==> src/hw/rtl/fbsh_pkg.sv <==
// Shared types, constants and the character-to-digit map for the
// base-36 folding string hash. No dependencies.
package fbsh_pkg;

  localparam int unsigned HASH_W   = 32;
  localparam int unsigned MOD_W    = 31;
  localparam int unsigned LEN_W    = 8;
  localparam int unsigned CHAR_W   = 8;
  localparam int unsigned DIGIT_W  = 6;
  localparam int unsigned APB_AW   = 3;
  localparam int unsigned APB_DW   = 32;
  localparam int unsigned STEP_W   = $clog2(HASH_W);

  localparam logic [HASH_W-1:0] BASE_RADIX      = 32'd36;
  localparam logic [CHAR_W-1:0] DIGIT_ZERO_CODE = 8'd48;
  localparam logic [CHAR_W-1:0] LETTER_OFFSET   = 8'd87;
  localparam logic [CHAR_W-1:0] UPPER_OFFSET    = 8'd55;

  localparam logic [LEN_W-1:0] CHUNK_LENGTH_RESET = 8'd1;
  localparam logic [MOD_W-1:0] MODULUS_RESET      = 31'd1;

  typedef enum logic {
    REG_CHUNK_LENGTH = 1'b0,
    REG_MODULUS      = 1'b1
  } fbsh_reg_t;

  typedef enum logic [2:0] {
    DIV_IDLE = 3'b001,
    DIV_RUN  = 3'b010,
    DIV_DONE = 3'b100
  } fbsh_div_state_t;

  // Finished key handed from the accumulator to the divider.
  typedef struct packed {
    logic              start;
    logic [HASH_W-1:0] sum;
  } fbsh_job_t;

  typedef struct packed {
    logic [LEN_W-1:0] chunk_length;
    logic [MOD_W-1:0] modulus;
  } fbsh_cfg_t;

  function automatic logic [DIGIT_W-1:0] digit_of(input logic [CHAR_W-1:0] code);
    logic [CHAR_W-1:0] d;
    d = '0;
    if (code >= DIGIT_ZERO_CODE && code <= DIGIT_ZERO_CODE + 8'd9) begin
      d = code - DIGIT_ZERO_CODE;
    end else if (code >= 8'h41 && code <= 8'h5A) begin
      d = code - UPPER_OFFSET;
    end else if (code >= 8'h61 && code <= 8'h7A) begin
      d = code - LETTER_OFFSET;
    end
    return d[DIGIT_W-1:0];
  endfunction

endpackage

==> src/hw/rtl/fbsh_stream_if.sv <==
// Valid/ready stream interfaces for key characters and hash results.
// Depends on fbsh_pkg.
interface fbsh_key_if;
  logic                           valid;
  logic                           ready;
  logic [fbsh_pkg::CHAR_W-1:0]    char_code;
  logic                           last;

  modport source(output valid, output char_code, output last, input ready);
  modport sink(input valid, input char_code, input last, output ready);
endinterface

interface fbsh_hash_if;
  logic                           valid;
  logic                           ready;
  logic signed [fbsh_pkg::HASH_W-1:0] hash_value;

  modport source(output valid, output hash_value, input ready);
  modport sink(input valid, input hash_value, output ready);
endinterface

==> src/hw/rtl/fbsh_cfg.sv <==
// APB-style register file: chunk_length and modulus.
// Depends on fbsh_pkg.
module fbsh_cfg (
  input  logic                          clk,
  input  logic                          rst,
  input  logic                          psel,
  input  logic                          penable,
  input  logic                          pwrite,
  input  logic [fbsh_pkg::APB_AW-1:0]   paddr,
  input  logic [fbsh_pkg::APB_DW-1:0]   pwdata,
  output logic [fbsh_pkg::APB_DW-1:0]   prdata,
  output logic                          pready,
  output fbsh_pkg::fbsh_cfg_t           cfg
);
  import fbsh_pkg::*;

  logic      wr_en;
  fbsh_reg_t reg_sel;

  assign pready  = 1'b1;
  assign wr_en   = psel & penable & pwrite & pready;
  assign reg_sel = fbsh_reg_t'(paddr[2]);

  always_ff @(posedge clk) begin
    if (rst) begin
      cfg.chunk_length <= CHUNK_LENGTH_RESET;
      cfg.modulus      <= MODULUS_RESET;
    end else if (wr_en) begin
      unique case (reg_sel)
        REG_CHUNK_LENGTH: cfg.chunk_length <= pwdata[LEN_W-1:0];
        REG_MODULUS:      cfg.modulus      <= pwdata[MOD_W-1:0];
        default:          ;
      endcase
    end
  end

  always_comb begin
    unique case (reg_sel)
      REG_CHUNK_LENGTH: prdata = {{(APB_DW-LEN_W){1'b0}}, cfg.chunk_length};
      REG_MODULUS:      prdata = {{(APB_DW-MOD_W){1'b0}}, cfg.modulus};
      default:          prdata = '0;
    endcase
  end

endmodule

==> src/hw/rtl/fbsh_fold.sv <==
// Horner accumulator: one character per beat into the open chunk,
// chunks folded into the running sum. Depends on fbsh_pkg.
module fbsh_fold (
  input  logic                          clk,
  input  logic                          rst,
  input  logic                          take,
  input  logic [fbsh_pkg::CHAR_W-1:0]   char_code,
  input  logic                          last,
  input  logic [fbsh_pkg::LEN_W-1:0]    chunk_length,
  output fbsh_pkg::fbsh_job_t           job
);
  import fbsh_pkg::*;

  logic [HASH_W-1:0] chunk_value, chunk_value_next;
  logic [LEN_W-1:0]  chunk_position, chunk_position_next;
  logic [HASH_W-1:0] running_sum, running_sum_next;
  logic [HASH_W-1:0] horner;
  logic [LEN_W-1:0]  pos_inc;
  logic              close;

  // x*36 as (x<<5)+(x<<2)
  assign horner  = (chunk_value << 5) + (chunk_value << 2)
                 + {{(HASH_W-DIGIT_W){1'b0}}, digit_of(char_code)};
  assign pos_inc = chunk_position + LEN_W'(1);
  assign close   = (pos_inc == chunk_length) | last;

  assign job.start = take & last;
  assign job.sum   = running_sum + horner;

  always_comb begin
    chunk_value_next    = chunk_value;
    chunk_position_next = chunk_position;
    running_sum_next    = running_sum;
    if (take) begin
      if (last) begin
        chunk_value_next    = '0;
        chunk_position_next = '0;
        running_sum_next    = '0;
      end else if (close) begin
        chunk_value_next    = '0;
        chunk_position_next = '0;
        running_sum_next    = running_sum + horner;
      end else begin
        chunk_value_next    = horner;
        chunk_position_next = pos_inc;
      end
    end
  end

  always_ff @(posedge clk) begin
    if (rst) begin
      chunk_value    <= '0;
      chunk_position <= '0;
      running_sum    <= '0;
    end else begin
      chunk_value    <= chunk_value_next;
      chunk_position <= chunk_position_next;
      running_sum    <= running_sum_next;
    end
  end

endmodule

==> src/hw/rtl/fbsh_div.sv <==
// Radix-2 restoring remainder unit with sign fix-up and result register.
// One shared subtract/compare per cycle. Depends on fbsh_pkg, fbsh_stream_if.
module fbsh_div (
  input  logic                         clk,
  input  logic                         rst,
  input  fbsh_pkg::fbsh_job_t          job,
  input  logic [fbsh_pkg::MOD_W-1:0]   modulus,
  output logic                         idle,
  fbsh_hash_if.source                  hash_out
);
  import fbsh_pkg::*;

  fbsh_div_state_t   state, state_next;
  logic [HASH_W-1:0] dividend;
  logic [HASH_W-1:0] rem;
  logic [MOD_W-1:0]  divisor;
  logic              neg;
  logic [STEP_W-1:0] step;
  logic [HASH_W-1:0] trial;
  logic [HASH_W:0]   diff;
  logic [HASH_W-1:0] result;
  logic              out_valid;
  logic [HASH_W-1:0] out_data;
  logic              out_free;

  assign trial    = {rem[HASH_W-2:0], dividend[HASH_W-1]};
  assign diff     = {1'b0, trial} - {{(HASH_W+1-MOD_W){1'b0}}, divisor};
  assign result   = (divisor == '0) ? '0 : (neg ? (HASH_W'(0) - rem) : rem);
  assign out_free = ~out_valid | hash_out.ready;
  assign idle     = (state == DIV_IDLE);

  assign hash_out.valid      = out_valid;
  assign hash_out.hash_value = out_data;

  always_comb begin
    state_next = state;
    unique case (state)
      DIV_IDLE: if (job.start) state_next = DIV_RUN;
      DIV_RUN:  if (step == STEP_W'(HASH_W - 1)) state_next = DIV_DONE;
      DIV_DONE: if (out_free) state_next = DIV_IDLE;
      default:  state_next = DIV_IDLE;
    endcase
  end

  always_ff @(posedge clk) begin
    if (rst) begin
      state     <= DIV_IDLE;
      out_valid <= 1'b0;
      step      <= '0;
    end else begin
      state <= state_next;
      if (state == DIV_DONE && out_free) begin
        out_valid <= 1'b1;
      end else if (hash_out.ready) begin
        out_valid <= 1'b0;
      end
      if (state == DIV_RUN) begin
        step <= step + STEP_W'(1);
      end else begin
        step <= '0;
      end
    end
  end

  always_ff @(posedge clk) begin
    unique case (state)
      DIV_IDLE: begin
        if (job.start) begin
          neg      <= job.sum[HASH_W-1];
          dividend <= job.sum[HASH_W-1] ? (HASH_W'(0) - job.sum) : job.sum;
          divisor  <= modulus;
          rem      <= '0;
        end
      end
      DIV_RUN: begin
        dividend <= dividend << 1;
        rem      <= diff[HASH_W] ? trial : diff[HASH_W-1:0];
      end
      DIV_DONE: begin
        if (out_free) begin
          out_data <= result;
        end
      end
      default: ;
    endcase
  end

endmodule

==> src/hw/rtl/fold_base36_string_hash.sv <==
// Top level of the base-36 folding string hash.
// Depends on fbsh_pkg, fbsh_stream_if, fbsh_cfg, fbsh_fold, fbsh_div.
//
//   port      dir   beat contents
//   key_in    sink  char_code[7:0], last
//   hash_out  src   hash_value[31:0] signed, one beat per key
//   APB       sink  reg 0x0 chunk_length[7:0], reg 0x4 modulus[30:0]
//
// Non-last characters are taken one per cycle while the divider is idle. A
// last character starts a 32-step remainder in the shared subtractor; the
// result lands in the output register; key_in is not ready until it does.
// A waiting result holds its register; the divider waits behind it.
// Reset is synchronous; it clears all but divider data and readies key_in.
module fold_base36_string_hash (
  input  logic                          clk,
  input  logic                          rst,
  fbsh_key_if.sink                      key_in,
  fbsh_hash_if.source                   hash_out,
  input  logic                          psel,
  input  logic                          penable,
  input  logic                          pwrite,
  input  logic [fbsh_pkg::APB_AW-1:0]   paddr,
  input  logic [fbsh_pkg::APB_DW-1:0]   pwdata,
  output logic [fbsh_pkg::APB_DW-1:0]   prdata,
  output logic                          pready
);
  import fbsh_pkg::*;

  fbsh_cfg_t cfg;
  fbsh_job_t job;
  logic      div_idle;
  logic      take;

  assign key_in.ready = div_idle;
  assign take         = key_in.valid & div_idle;

  fbsh_cfg u_cfg (
    .clk     (clk),
    .rst     (rst),
    .psel    (psel),
    .penable (penable),
    .pwrite  (pwrite),
    .paddr   (paddr),
    .pwdata  (pwdata),
    .prdata  (prdata),
    .pready  (pready),
    .cfg     (cfg)
  );

  fbsh_fold u_fold (
    .clk          (clk),
    .rst          (rst),
    .take         (take),
    .char_code    (key_in.char_code),
    .last         (key_in.last),
    .chunk_length (cfg.chunk_length),
    .job          (job)
  );

  fbsh_div u_div (
    .clk      (clk),
    .rst      (rst),
    .job      (job),
    .modulus  (cfg.modulus),
    .idle     (div_idle),
    .hash_out (hash_out)
  );

endmodule

==> src/flat_wrapper.sv <==
// flat-port wrapper written by rule: the top's interface ports become plain ports
module fold_base36_string_hash_flat import fbsh_pkg::*;
  (clk, rst, psel, penable, pwrite, paddr, pwdata, prdata, pready, key_in_valid, key_in_char_code, key_in_last, key_in_ready, hash_out_valid, hash_out_hash_value, hash_out_ready);
  fbsh_key_if key_in_i ();
  fbsh_hash_if hash_out_i ();
  input  logic clk;
  input  logic rst;
  input  logic psel;
  input  logic penable;
  input  logic pwrite;
  input  logic [fbsh_pkg::APB_AW-1:0] paddr;
  input  logic [fbsh_pkg::APB_DW-1:0] pwdata;
  output logic [fbsh_pkg::APB_DW-1:0] prdata;
  output logic pready;
  input wire logic [$bits(key_in_i.valid)-1:0] key_in_valid;
  input wire logic [$bits(key_in_i.char_code)-1:0] key_in_char_code;
  input wire logic [$bits(key_in_i.last)-1:0] key_in_last;
  output wire logic [$bits(key_in_i.ready)-1:0] key_in_ready;
  output wire logic [$bits(hash_out_i.valid)-1:0] hash_out_valid;
  output wire logic [$bits(hash_out_i.hash_value)-1:0] hash_out_hash_value;
  input wire logic [$bits(hash_out_i.ready)-1:0] hash_out_ready;
  assign key_in_i.valid = key_in_valid;
  assign key_in_i.char_code = key_in_char_code;
  assign key_in_i.last = key_in_last;
  assign key_in_ready = key_in_i.ready;
  assign hash_out_valid = hash_out_i.valid;
  assign hash_out_hash_value = hash_out_i.hash_value;
  assign hash_out_i.ready = hash_out_ready;
  fold_base36_string_hash u_core (.clk(clk), .rst(rst), .key_in(key_in_i), .hash_out(hash_out_i), .psel(psel), .penable(penable), .pwrite(pwrite), .paddr(paddr), .pwdata(pwdata), .prdata(prdata), .pready(pready));
endmodule
==> config.mk <==
export PLATFORM = sky130hd
export DESIGN_NAME = fold_base36_string_hash_flat
export DESIGN_NICKNAME = d
export VERILOG_FILES = /design/src/hw/rtl/fbsh_pkg.sv /design/src/hw/rtl/fbsh_stream_if.sv /design/src/hw/rtl/fbsh_cfg.sv /design/src/hw/rtl/fbsh_fold.sv /design/src/hw/rtl/fbsh_div.sv /design/src/hw/rtl/fold_base36_string_hash.sv /design/src/flat_wrapper.sv
export SDC_FILE = /design/constraint.sdc
export NUM_CORES = 1
export LEC_CHECK = 0
export ABC_AREA = 1
export BUFFER_PORTS_ARGS = -buffer_cell sky130_fd_sc_hd__buf_2
export CAP_MARGIN = 20
export CORE_UTILIZATION = 55
export CTS_BUF_LIST = sky130_fd_sc_hd__clkbuf_4 sky130_fd_sc_hd__clkbuf_8
export DETAILED_ROUTE_END_ITERATION = 8
export PLACE_DENSITY = 0.73
export RECOVER_POWER = 50
export SLEW_MARGIN = 30
export SYNTH_ARGS = -nofsm -noshare
export SYNTH_HDL_FRONTEND = slang
export SYNTH_SLANG_ARGS = --single-unit
==> constraint.sdc <==
create_clock -name clk -period 8.7 [get_ports clk]
set_input_delay 1.305 -clock clk [delete_from_list [all_inputs] [get_ports clk]]
set_output_delay 1.305 -clock clk [all_outputs]
set_load 0.005 [all_outputs]
# [After elaboration in Yosys (flattened, before gate mapping)]
# Cells that the tools add are included.
# Widths: inputs -> output; s select.
[totals] elab_cells=86 register_bits=246 output_inout_bits=67 in_bits=51
[op_classes] addsub=11 reduce_logical=16 eq_ne=8 n_mux=23 bitwise_logic=9 n_lt_le_gt_ge=6
[op_table] op="$mux 32" count=7
[op_table] op="$pmux 32 s2" count=3
[op_table] op="$add 32x32->32" count=2
[op_table] op="$sub 1x32->32 const A" count=2
[op_table] op="$mux 30" count=2
[op_table] op="$sub 32x31->33" count=1
[op_table] op="$add 32x6->32" count=1
[op_table] op="$logic_not 31->1" count=1
[op_table] op="$mux 6" count=3
[op_table] op="$ge 8x7->1 const B" count=2
[op_table] op="$le 8x7->1 const B" count=2
[op_table] op="$mux 8" count=2
[op_table] op="$reduce_and 2->1" count=6
[op_table] op="$sub 6x6->6 const B" count=2
[op_table] op="$mux 3" count=3
[op_table] op="$pmux 3 s3" count=1
[op_table] op="$add 8x1->8 const B" count=1
[op_table] op="$eq 8x8->1" count=1
[op_table] op="$ge 8x6->1 const B" count=1
[op_table] op="$le 8x6->1 const B" count=1
[op_table] op="$reduce_bool 2->1" count=3
[op_table] op="$sub 6x5->6 const B" count=1
[op_table] op="$add 5x1->5 const B" count=1
[op_table] op="$eq 5x5->1 const B" count=1
[op_table] op="other kinds (12)" count=23

# [Logic depth before layout (Yosys ltp)]
# Gate-level depths: netlist (run 1).
[logic_depth] word_depth=11 mapped_depth=41 depth_no_buf=41

# [Cells and area by module]
# From an unflattened synthesis (run 1), not the netlist that was laid out.
[unflattened] hier_cells=2957 area_unflattened_um2=19329.8
[by_module_without_submodules] module="fbsh_div" instances=1 area_per_inst_um2=9843.2 cells_per_inst=1396
[by_module_without_submodules] module="fbsh_fold" instances=1 area_per_inst_um2=7429.6 cells_per_inst=1236
[by_module_without_submodules] module="fbsh_cfg" instances=1 area_per_inst_um2=2049.5 cells_per_inst=323
[by_module_without_submodules] module="fold_base36_string_hash" instances=1 area_per_inst_um2=7.5 cells_per_inst=2

# [Least setup slack after synthesis (run 1)]
# OpenSTA, ideal clock, no wires.
[synth_path] path_kind="input to register" start="in key_in_char_code[1]" end="reg u_core.u_div.dividend[18], data pin" cell_stages=35 arrival_ns=6.218 required_time_ns=8.447 path_slack_ns=2.229 n_path_buf=1 path_cell_list="inv_1 ha_1 nor2_1 nand2_1 nand3_1 inv_1 nor3_1 inv_1 o21ai_0 a21oi_1 fa_1 ha_1 a21oi_1 nand2_1 a21boi_1 o21ai_0 a21oi_1 o21ai_0 xnor2_1 inv_1 ha_1 nand2_1 nand2_1 a21oi_1 nor2_1 nor2_1 o21ai_0 nor2_1 nand3_1 nand2_2 buf_6 o21ai_2 or2_1 nand3_1 nand2_1"
[synth_via] elab_chain_len=11 elab_cells_between_ends=21 cone_classes="add/sub (6); order compare (6); mux (6); reduce/logical (3)"
[synth_rtl] element="start, declared" line="flat_wrapper.sv:16" text="input wire logic [$bits(key_in_i.char_code)-1:0] key_in_char_code;"
[synth_rtl] element="$ge 8x7->1 / $le 8x7->1 (equally long branches)" line="fbsh_pkg.sv:51" text="end else if (code >= 8'h61 && code <= 8'h7A) begin"
[synth_rtl] element="$logic_and 1x1->1" line="fbsh_pkg.sv:51"
[synth_rtl] element="$mux 6" line="fbsh_pkg.sv:51"
[synth_rtl] element="$mux 6" line="fbsh_pkg.sv:49" text="end else if (code >= 8'h41 && code <= 8'h5A) begin"
[synth_rtl] element="$mux 6 *" line="fbsh_pkg.sv:47" text="if (code >= DIGIT_ZERO_CODE && code <= DIGIT_ZERO_CODE + 8'd9) begin"
[synth_rtl] element="$add 32x6->32 *" line="fbsh_fold.sv:23" text="+ {{(HASH_W-DIGIT_W){1'b0}}, digit_of(char_code)};"
[synth_rtl] element="$add 32x32->32 *" line="fbsh_fold.sv:28" text="assign job.sum = running_sum + horner;"
[synth_rtl] element="$sub 1x32->32" line="fbsh_div.sv:70" text="dividend <= job.sum[HASH_W-1] ? (HASH_W'(0) - job.sum) : job.sum;"
[synth_rtl] element="$mux 32 *" line="fbsh_div.sv:70"
[synth_rtl] element="$mux 32 *" line="fbsh_div.sv:68" text="if (job.start) begin"
[synth_rtl] element="$pmux 32 s2 *" line="fbsh_div.sv:66" text="unique case (state)"
[synth_rtl] element="end signal, assigned" line="fbsh_div.sv:70"
[synth_rtl] element="end signal, assigned" line="fbsh_div.sv:76" text="dividend <= dividend << 1;"
[synth_rtl] element="end, declared" line="fbsh_div.sv:14" text="logic [HASH_W-1:0] dividend;"
# Mark *: on every way between the ends. The rest lies on a longest branch, timed or not. The select of a mux whose other input is x is not followed.
# A chain may end at the register's enable or synchronous reset.

# [Worst setup path after layout (run 1)]
# Ends and elaborated chain as after synthesis.

==> results.md, run 1 <==
- Core Box Area: 31,700 um2
- Vias per cell: 5.43
- Flops & latches, synth: 246
- Total CTS buffers: 42
- Logic pwr share: 0.248
- Simple logic cell fraction of the synthesized area: 0.292
- DRC Markers: 0
- Worst reg2reg path depth: 25
- Max Freq: 135 MHz
- Die X-Extent: 182 um
- Worst slew pin tran: 3.44 ns
- I/O pin count: 118
- Area used by multi-input combinational logic: 9940 um2
- Data required, critical path: 9.05 ns
- GRT overflow: 0
- Avg WL per Cell: 15.1 um
- Setup ws final: 1.28 ns
- Main combinational cell family by area after synthesis: simple AND/OR/NAND/NOR gates
- Asr flop ratio synth: 0
- Clock power frac: 0.332
- Final-report hold violation count: 0
- Final core occ: 0.614
- First-pass GRT wire length: 75,100 um
- Reg clk slew, reported paths: 0.06 ns
- Setup TNS: 0 ns
- Place WS: 0.727 ns
- Maxcap violations: 3
- Reg area: 6210 um2
- Placed wire-length estimate: 35,500 um
- Fin nets: 2,826
- Clk sink count: 246
- Die Area: 33,000 um2
- Mux cell area share after synthesis: 0
- Critical Path Fanout Max: 25
- Top cell type by total area after synthesis: edfxtp_1
- Post-CTS Hold Buffers: 0
- Hold Path End: u_core.u_div.step[0]
- CP Class: primary input to register
- Avg Synthesized Cell Area: 7.00 um2
- Vias in the first global route: 15,100
- CP max-delay cell: nand2_2
- Worst Setup End Kind: register
- Worst Hold Launch: u_core.u_div.step[0]
- Failing checks: capacitance limit, slew limit
- Worst stage delay on the critical path: 0.50 ns
- Mapped cell area: 17,800 um2
- Worst Path Arrival: 7.77 ns
- Pwr/cell area: 178 nW/um2
- Router iterations before antenna repair: 6
- Most frequent cells in the layout: 711 x nand2_1, 337 x inv_1, 259 x nor2_1, 222 x a21oi_1, 142 x o21ai_0
- Via count: 16,700
- Post-route cell area: 19,500 um2
- CTS resizes: 0
- Cell mode on critical path: nand2_1
- Diodes inserted: 0
- Sw frac: 0.345
- Sw Pwr: 1.19 mW
- Commonest non-fill, non-tap cell in the layout: nand2_1
- Reg2reg end: u_core.u_div.dividend[18]
- Htree depth: 2
- RSZ-0062 raised after global routing: no
- Outcome: finished with violations
- Largest buffer count on any clock path: 3
- Minimum clock period after layout: 7.42 ns
- Initial Utilization: 0.560
- Top post-synthesis cells by area: edfxtp_1 22%, nand2_1 15%, dfxtp_1 13%
- Pin count of the biggest net entering global routing: 74
- Reg-to-reg startpoint: u_core.u_fold.chunk_value[3]
- Postcts setup bufs: 0
- Register area share after synthesis: 0.349
- Post-route ant nets: 0
- Share of layout cells above drive strength 1: 0.0905
- Clock Latency Late Sink: 0.60 ns
- Post-Synth XOR/XNOR Area: 0.0428
- Slew HR: -1.30
- # port buffers: 112
- Post-synthesis cell count: 2,538
- Max IR drop VDD: 0.236 mV
- Post-synth EDFFs: 128
- Drt total wl: 46,500 um
- Synth Flop Type: edfxtp_1
- Register share of total power: 0.420
- Fillers: 2,987
- FP Rows: 65
- Top-area cell type share of the netlist area: 0.216
- Area grow syn2layout: 9.54%
- Hold crit path type: register to register
- Synth Area in Compound Gates: 0.127
- CTS root buf: clkbuf_8
- Syn nets: 2,724
- Adder-Cell Fraction of Synth Area: 0.0967
- DR iter-0 viols: 1,284
- Power Total: 3.46 mW
- Fin crit share: 0.853
- Chip Height: 182 um
- Initial antenna violation count: 0
- Post-synth cell types: 56
- Worst hold stages: 1
- Reg2reg setup slack: 3.22 ns
- Post-DP Area: 18,600 um2
- Yosys warnings: 0
- Startpoint Class: primary input
- Final Wtd Congestion: 0.947
- Setup Skew: 0.0191 ns
- TritonCTS clock tree: built
- Internal: 2.27 mW
- Leak Pwr: 9.62 nW
- Total GRT Usage: 0.283
- Final setup fails: 0
- Slew Viols, Final: 142
[flip-flops by register name, summed over array words and instances (netlist names)]
signal                            flops
u_core.u_div.dividend                32
u_core.u_div.step                     5
u_core.u_fold.running_sum            32
u_core.u_fold.chunk_value            30
u_core.u_fold.chunk_position          8
u_core.u_div.rem                     32
u_core.u_div.hash_out.valid           1
u_core.u_div.hash_out.hash_value     32
u_core.u_div.neg                      1
u_core.u_div.state                    3
u_core.u_cfg.cfg                     39
u_core.u_div.divisor                 31
[how the worst max path moves through the flow]
stage,start,endpoint,cells past startpoint
floorplan,key_in_char_code[1],u_core.u_div.dividend[18],35
finish,key_in_char_code[1],u_core.u_div.dividend[18],36
global route,key_in_char_code[1],u_core.u_div.dividend[22],36
CTS,key_in_char_code[1],u_core.u_div.dividend[18],36
global placement,key_in_char_code[0],u_core.u_div.dividend[18],36
detailed placement,key_in_char_code[1],u_core.u_div.dividend[18],36
[stage by stage]
step           std cells  hold slack, ns
2_1_floorplan       2538           0.418
3_3_place_gp        2998           0.430
3_5_place_dp        2998           0.436
4_1_cts             3075           0.452
5_1_grt             3075           0.469
6_report            3075           0.454
[kinds of logic after synthesis]
logic type	count (synthesis)
XOR/XNOR	86
AND/OR/NAND/NOR	1237
other	2
AO/OA/AOI/OAI	423
adder cells (fa/ha/maj)	135
flip-flops	246
buffers and inverters	409
[metal layers]
layer,share of wire,track usage,vias up,wire (um)
met5,0,0,-,0
met4,0.018,0.0780,0,839
met3,0.081,0.0465,69,3790
met2,0.41,0.417,565,19000
met1,0.49,0.424,7587,22800
li1,-,-,8482,-
[cells in the mapped netlist (3+ instances only)]
cell and instances:
and3_1 5, o21ai_0 141, nor3b_1 3, nor2_2 8
inv_1 339, nand3_1 112, edfxtp_1 128, fa_1 4
nor3_1 38, buf_2 10, nand4_1 27, nor4_1 15
nor2_1 260, o21bai_1 7, nand2_1 712, buf_4 3
o21ai_1 10, ha_1 131, inv_2 3, a21boi_0 3
xnor2_1 33, a21oi_1 222, a21o_1 5, xor2_1 52
a31oi_1 5, nand3b_1 9, o211ai_1 12, o21a_1 4
dfxtp_1 118, or2_1 3, nand3_2 5, o21ai_2 3
and2_1 5, or2_2 4, clkbuf_1 42, nor3_2 4
buf_6 9, nand2_2 23
[power by group through the flow]
stage / clock network (mW) / registers (mW) / logic [mW]
6_report: 1.15 / 1.45 / 0.858
5_1_grt: 1.22 / 1.46 / 0.958
4_1_cts: 1.17 / 1.45 / 0.855
3_5_place_dp: 0 / 1.47 / 0.851
3_3_place_gp: 0 / 1.47 / 0.834
2_1_floorplan: 0 / 1.44 / 0.645
[area by class of cell]
class / instances / area share
clock buffer: 59 / 0.0369
multi-input combinational: 1883 / 0.510
inverter: 343 / 0.0661
sequential: 246 / 0.319
timing repair buffer: 124 / 0.0319
tap: 402 / 0.0258
clock inverter: 18 / 0.0101
[worst max-delay path: cells and delay by family]
kind                     cells  cell delay (ns)
XOR/XNOR                     1             0.20
buffers and inverters        6             0.57
adder cells (fa/ha/maj)      4             1.47
AND/OR/NAND/NOR             17             2.67
AO/OA/AOI/OAI                8             1.56
No activity file was read; power rests on OpenSTA's default activity.
==> run 2: changes to the inputs <==
--- a/config.mk
+++ b/config.mk
@@ -8,6 +8,7 @@
 export ABC_AREA = 1
 export BUFFER_PORTS_ARGS = -buffer_cell sky130_fd_sc_hd__buf_2
 export CAP_MARGIN = 20
+export CORE_ASPECT_RATIO = 0.9
 export CORE_UTILIZATION = 55
 export CTS_BUF_LIST = sky130_fd_sc_hd__clkbuf_4 sky130_fd_sc_hd__clkbuf_8
 export DETAILED_ROUTE_END_ITERATION = 8
==> run 2 against run 1 <==
The flow still finishes with violations (capacitance limit, slew limit). Total power is 0.95% lower. Die area about the same. Clock power decreased by 3%. Register-to-register slack improved by 0.09 ns. Utilization decreased by 0.44 points. Maximum frequency grew 0.14%. Wire length increased by 2.9%. First-iteration DRC count up 14%. Critical path type unchanged. Worst hold slack got worse by 0.0016 ns.
==> results.md, run 2 (synthesis results as in run 1) <==
- Outcome: finished with violations
- Failing checks: capacitance limit, slew limit
- Reg2reg setup slack: 3.31 ns
- Router iterations before antenna repair: 6
- Reg2reg end: u_core.u_div.dividend[18]
- Initial antenna violation count: 0
- Leak Pwr: 9.58 nW
- Worst Setup End Kind: register
- Vias in the first global route: 15,200
- Startpoint Class: primary input
- Most frequent cells in the layout: 710 x nand2_1, 337 x inv_1, 259 x nor2_1, 222 x a21oi_1, 142 x o21ai_0
- Area grow syn2layout: 9.33%
- Commonest non-fill, non-tap cell in the layout: nand2_1
- CP max-delay cell: nor3_1
- Final-report hold violation count: 0
- TritonCTS clock tree: built
- # port buffers: 112
- Worst Path Arrival: 7.75 ns
- DRC Markers: 0
- Max Freq: 135 MHz
- Worst stage delay on the critical path: 0.48 ns
- Total GRT Usage: 0.291
- Largest buffer count on any clock path: 3
- Cell mode on critical path: nand2_1
- Worst Hold Launch: u_core.u_cfg.cfg[25]
- Hold Path End: u_core.u_div.divisor[25]
- Reg-to-reg startpoint: u_core.u_fold.chunk_value[0]
- Clock Latency Late Sink: 0.59 ns
- Top reg by flops: u_core.u_cfg.cfg
- Placed wire-length estimate: 36,900 um
- Max IR drop VDD: 0.205 mV
- Die X-Extent: 192 um
- Vias per cell: 5.43
- Post-route cell area: 19,400 um2
- Fin crit share: 0.852
- Hold crit path type: register to register
- Final core occ: 0.610
- Diodes inserted: 0
- DR iter-0 viols: 1,460
- Pwr/cell area: 176 nW/um2
- Hold Slack: 0.452 ns
- Chip Height: 173 um
- Setup TNS: 0 ns
- Die Area: 33,000 um2
- Core Box Area: 31,900 um2
- Initial Utilization: 0.558
- Slew HR: -1.27
- Total CTS buffers: 43
- Critical Path Fanout Max: 26
- Htree depth: 2
- I/O pin count: 118
- Pin count of the biggest net entering global routing: 74
- Post-CTS Hold Buffers: 0
- Maxcap violations: 3
- RSZ-0062 raised after global routing: no
- Minimum clock period after layout: 7.41 ns
- Post-DP Area: 18,600 um2
- Data required, critical path: 9.04 ns
- Via count: 16,800
- Fin nets: 2,827
- CTS resizes: 0
- Post-route ant nets: 0
- CTS root buf: clkbuf_8
- CP Class: primary input to register
- GRT overflow: 0
- Slew Viols, Final: 142
- Reg clk slew, reported paths: 0.06 ns
- Area used by multi-input combinational logic: 9940 um2
- Final setup fails: 0
- Reg area: 6210 um2
- Worst slew pin tran: 3.41 ns
- Max reg flops: 39
- Share of layout cells above drive strength 1: 0.0857
- Final Wtd Congestion: 0.967
- Drt total wl: 47,800 um
- First-pass GRT wire length: 76,700 um
- FP Rows: 62
- Worst hold stages: 0
- Worst reg2reg path depth: 24
- Fillers: 3,005
- Postcts setup bufs: 0
- Setup Skew: 0.0211 ns
- Clk sink count: 246
- Avg WL per Cell: 15.5 um
[run 2: cell types whose count changed in the layout (fill, tap and decap cells not counted), sizes merged]
cell	before	now
bufinv	3	2
buf	109	100
clkbuf	74	85
clkinv	11	10
clkinvlp	3	2
[run 2: metal layers]
metal  global-route usage  share of wire  vias up
met4               0.0562          0.013        0
met2                0.409           0.39      577
met1                0.457           0.50     7667
met5                    0              0        -
met3               0.0576          0.090       45
li1                     -              -     8485
[run 2: through the flow]
stage	setup WS [ns]	power (mW)	instances
6_report	1.29	3.43	3088
4_1_cts	1.38	3.44	3088
3_3_place_gp	0.947	2.31	3012
2_1_floorplan	2.23	2.08	2538
5_1_grt	0.661	3.61	3088
3_5_place_dp	0.790	2.33	3012
[run 2: how the worst max path moves through the flow]
stage | start | slack (ns) | endpoint
5_1_grt | key_in_char_code[0] | 0.66 | u_core.u_div.dividend[24]
3_5_place_dp | key_in_char_code[0] | 0.79 | u_core.u_div.dividend[18]
6_report | key_in_char_code[0] | 1.29 | u_core.u_div.dividend[18]
2_1_floorplan | key_in_char_code[1] | 2.23 | u_core.u_div.dividend[18]
4_1_cts | key_in_char_code[0] | 1.38 | u_core.u_div.dividend[18]
3_3_place_gp | key_in_char_code[1] | 0.95 | u_core.u_div.dividend[18]
[run 2: worst max-delay path, delay by kind of cell]
family          cells  cell delay (ns)
compound gates     10             1.88
xor+xnor            1             0.14
buf+inv             5             0.52
fa+ha+maj           4             1.41
simple gates       15             2.47
[run 2: final cells by class]
type	instances	share of cell area
Inverter	343	0.0662
Tap cell	416	0.0268
Timing Repair Buffer	124	0.0314
Clock buffer	61	0.0380
Sequential cell	246	0.319
Clock inverter	15	0.00695
Multi-Input combinational cell	1883	0.511
[run 2: power by group]
part	total, mW	internal [mW]	leakage, nW	switching, mW
clock network	1.11	0.610	0.459	0.496
registers	1.45	1.36	2.16	0.0912
logic	0.867	0.269	6.97	0.598
==> run 3: changes to the inputs <==
--- a/config.mk
+++ b/config.mk
@@ -12,9 +12,10 @@
 export CORE_UTILIZATION = 55
 export CTS_BUF_LIST = sky130_fd_sc_hd__clkbuf_4 sky130_fd_sc_hd__clkbuf_8
 export DETAILED_ROUTE_END_ITERATION = 8
-export PLACE_DENSITY = 0.73
+export PLACE_DENSITY_LB_ADDON = 0.15
 export RECOVER_POWER = 50
 export SLEW_MARGIN = 30
 export SYNTH_ARGS = -nofsm -noshare
 export SYNTH_HDL_FRONTEND = slang
+export SYNTH_HIERARCHICAL = 1
 export SYNTH_SLANG_ARGS = --single-unit
==> run 3 against run 2 <==
The run still ends with capacitance limit, slew limit left. First-iteration DRC count shrank 12%. Cell count is 15% higher. Register-to-register slack worse by 0.11 ns. Sequential power down 9.7%. Global-route usage grew 0.60 points. Utilization is 0.46 points higher. Synthesized area rose by 8.7%. Final area rose by 8.3%. Non-clock buffer count unchanged. Worst setup slack improved by 0.43 ns. Largest cell class unchanged.
==> results.md, run 3 <==
- Sw frac: 0.297
- Met3 WL: 2050 um
- Most frequent cells in the layout: 962 x nand2_1, 458 x inv_1, 371 x nor2_1, 183 x nand3_1, 164 x a21oi_1
- Worst reg2reg path depth: 33
- Worst Path Arrival: 7.31 ns
- Commonest non-fill, non-tap cell in the layout: nand2_1
- Via count: 18,800
- Chip Height: 180 um
- GRT overflow: 0
- Total GRT Usage: 0.297
- TritonCTS clock tree: built
- Slew HR: -1.25
- Post-CTS Hold Buffers: 0
- Worst hold stages: 0
- Setup Skew: 0.0434 ns
- Startpoint Class: primary input
- Cell mode on critical path: nand2_1
- Post-synthesis cell count: 2,957
- Max reg flops: 39
- Sw Pwr: 0.885 mW
- CTS root buf: clkbuf_8
- Initial antenna violation count: 0
- Post-synth cell types: 58
- I/O pin count: 118
- DR iter-0 viols: 1,288
- Worst slew pin tran: 3.37 ns
- Clk sink count: 246
- Vias in the first global route: 17,800
- Post-route ant nets: 0
- Drt total wl: 53,400 um
- Avg Synthesized Cell Area: 6.54 um2
- Top Layer Used: met4
- Top post-synthesis cells by area: edfxtp_1 20%, nand2_1 19%, dfxtp_1 12%
- CP Class: primary input to register
- Router iterations before antenna repair: 5
- DRC Markers: 0
- Postcts setup bufs: 0
- Synth top cells by count: 961 x nand2_1, 459 x inv_1, 371 x nor2_1, 183 x nand3_1, 164 x a21oi_1
- # port buffers: 112
- Worst Setup End Kind: register
- Logic pwr share: 0.170
- Die X-Extent: 200 um
- Fin nets: 3,247
- Outcome: finished with violations
- RSZ-0062 raised after global routing: no
- Pin count of the biggest net entering global routing: 72
- Avg WL per Cell: 15.0 um
- Vias per cell: 5.27
- Maxcap violations: 4
- Largest buffer count on any clock path: 3
- M1 WL: 22,800 um
- Setup TNS: 0 ns
- First-pass GRT wire length: 86,200 um
- Yosys warnings: 6
- Minimum clock period after layout: 6.99 ns
- Fin crit share: 0.803
- Leak Pwr: 11.0 nW
- Top cell type by total area after synthesis: edfxtp_1
- Max Freq: 143 MHz
- Initial Utilization: 0.564
- Critical Path Fanout Max: 20
- Final setup fails: 0
- Worst stage delay on the critical path: 0.49 ns
- Slew Viols, Final: 193
- CP max-delay cell: fa_1
- Die Area: 35,900 um2
- Failing checks: capacitance limit, slew limit
- Max IR drop VDD: 0.111 mV
- Data required, critical path: 9.02 ns
- FP Rows: 64
- Cell with the most instances after synthesis: nand2_1
- Mapped cell area: 19,300 um2
- Htree depth: 2
- Placed wire-length estimate: 41,700 um
- Routed wl met2: 26,800 um
- Syn nets: 3,143
- Reg clk slew, reported paths: 0.06 ns
- Core Box Area: 34,300 um2
- Reg2reg setup slack: 3.20 ns
- Area grow syn2layout: 8.89%
- Final-report hold violation count: 0
- Top-area cell type share of the netlist area: 0.199
- Flops & latches, synth: 246
- Synth Flop Type: edfxtp_1
- Diodes inserted: 0
- Register area share after synthesis: 0.321
- Clock power frac: 0.390
- CTS resizes: 0
- Post-synth EDFFs: 128
- Setup ws final: 1.71 ns
- Internal: 2.10 mW
- Hold crit path type: register to register
- Total CTS buffers: 44
- Asr flop ratio synth: 0
- Final Wtd Congestion: 0.950
- Top reg by flops: u_core/u_cfg/cfg
- Register share of total power: 0.440
- Clock Latency Late Sink: 0.60 ns
- Place WS: 1.23 ns
- Pwr/cell area: 142 nW/um2
- Share of layout cells above drive strength 1: 0.0727
run 3: final timing paths:
kind	startpoint	to
setup / recovery	key_in_char_code[1]	u_core/u_div/dividend[26]
hold / removal	u_core/u_cfg/cfg[22]	u_core/u_div/divisor[22]
setup reg to reg	u_core/u_fold/chunk_value[0]	u_core/u_div/dividend[26]
hold reg to reg	u_core/u_cfg/cfg[22]	u_core/u_div/divisor[22]
run 3: cell families (layout without fill, tap and decap cells):
| logic type | Yosys count | count (layout) | share of synthesized area |
|---|---|---|---|
| adders and majority gates | 135 | 135 | 0.0889 |
| and+or+nand+nor | 1684 | 1684 | 0.365 |
| other | 2 | 2 | 0.000389 |
| buffers and inverters | 531 | 669 | 0.111 |
| xor gates and xnor gates | 74 | 74 | 0.0335 |
| DFF | 246 | 246 | 0.321 |
| AOI/OAI and AO/OA | 285 | 285 | 0.0797 |
run 3: critical path, delay by kind of cell:
kind	cells	cell delay, ns
adder cells (fa/ha/maj)	4	1.41
buffers and inverters	8	0.91
AO/OA/AOI/OAI	5	0.61
AND/OR/NAND/NOR	23	3.05
run 3: power groups by stage:
stage | Clock, mW | Sequential [mW] | Combinational (mW)
final | 1.16 | 1.31 | 0.508
after global placement | 0 | 1.33 | 0.489
after floorplan | 0 | 1.32 | 0.384
after global routing | 1.25 | 1.31 | 0.570
after CTS | 1.19 | 1.31 | 0.504
after detailed placement | 0 | 1.33 | 0.501
run 3: per-layer routing:
layer | vias up | global-route usage
li1 | 9590 | -
met1 | 8602 | 0.360
met2 | 453 | 0.530
met3 | 113 | 0.0326
met4 | 0 | 0.119
met5 | - | 0
run 3: through the flow:
stage               cells  power, mW  instance area (um2)   util  hold WS [ns]
floorplan            2957       1.70                19300      -         0.418
CTS                  3557       3.01                21100  0.616         0.454
global placement     3476       1.82                20200  0.588         0.431
detailed placement   3477       1.84                20200  0.589         0.443
global route         3557       3.13                21000  0.614         0.468
finish               3557       2.98                21000  0.614         0.448
run 3: area by class of cell:
| cell class | instances | area [um2] |
|---|---|---|
| Multi-Input combinational cell | 2180 | 11000 |
| Clock inverter | 12 | 123 |
| Clock buffer | 68 | 823 |
| Fill cell | 3407 | 13200 |
| Inverter | 465 | 1750 |
| Sequential cell | 246 | 6210 |
| Tap cell | 462 | 578 |
| Timing Repair Buffer | 124 | 618 |
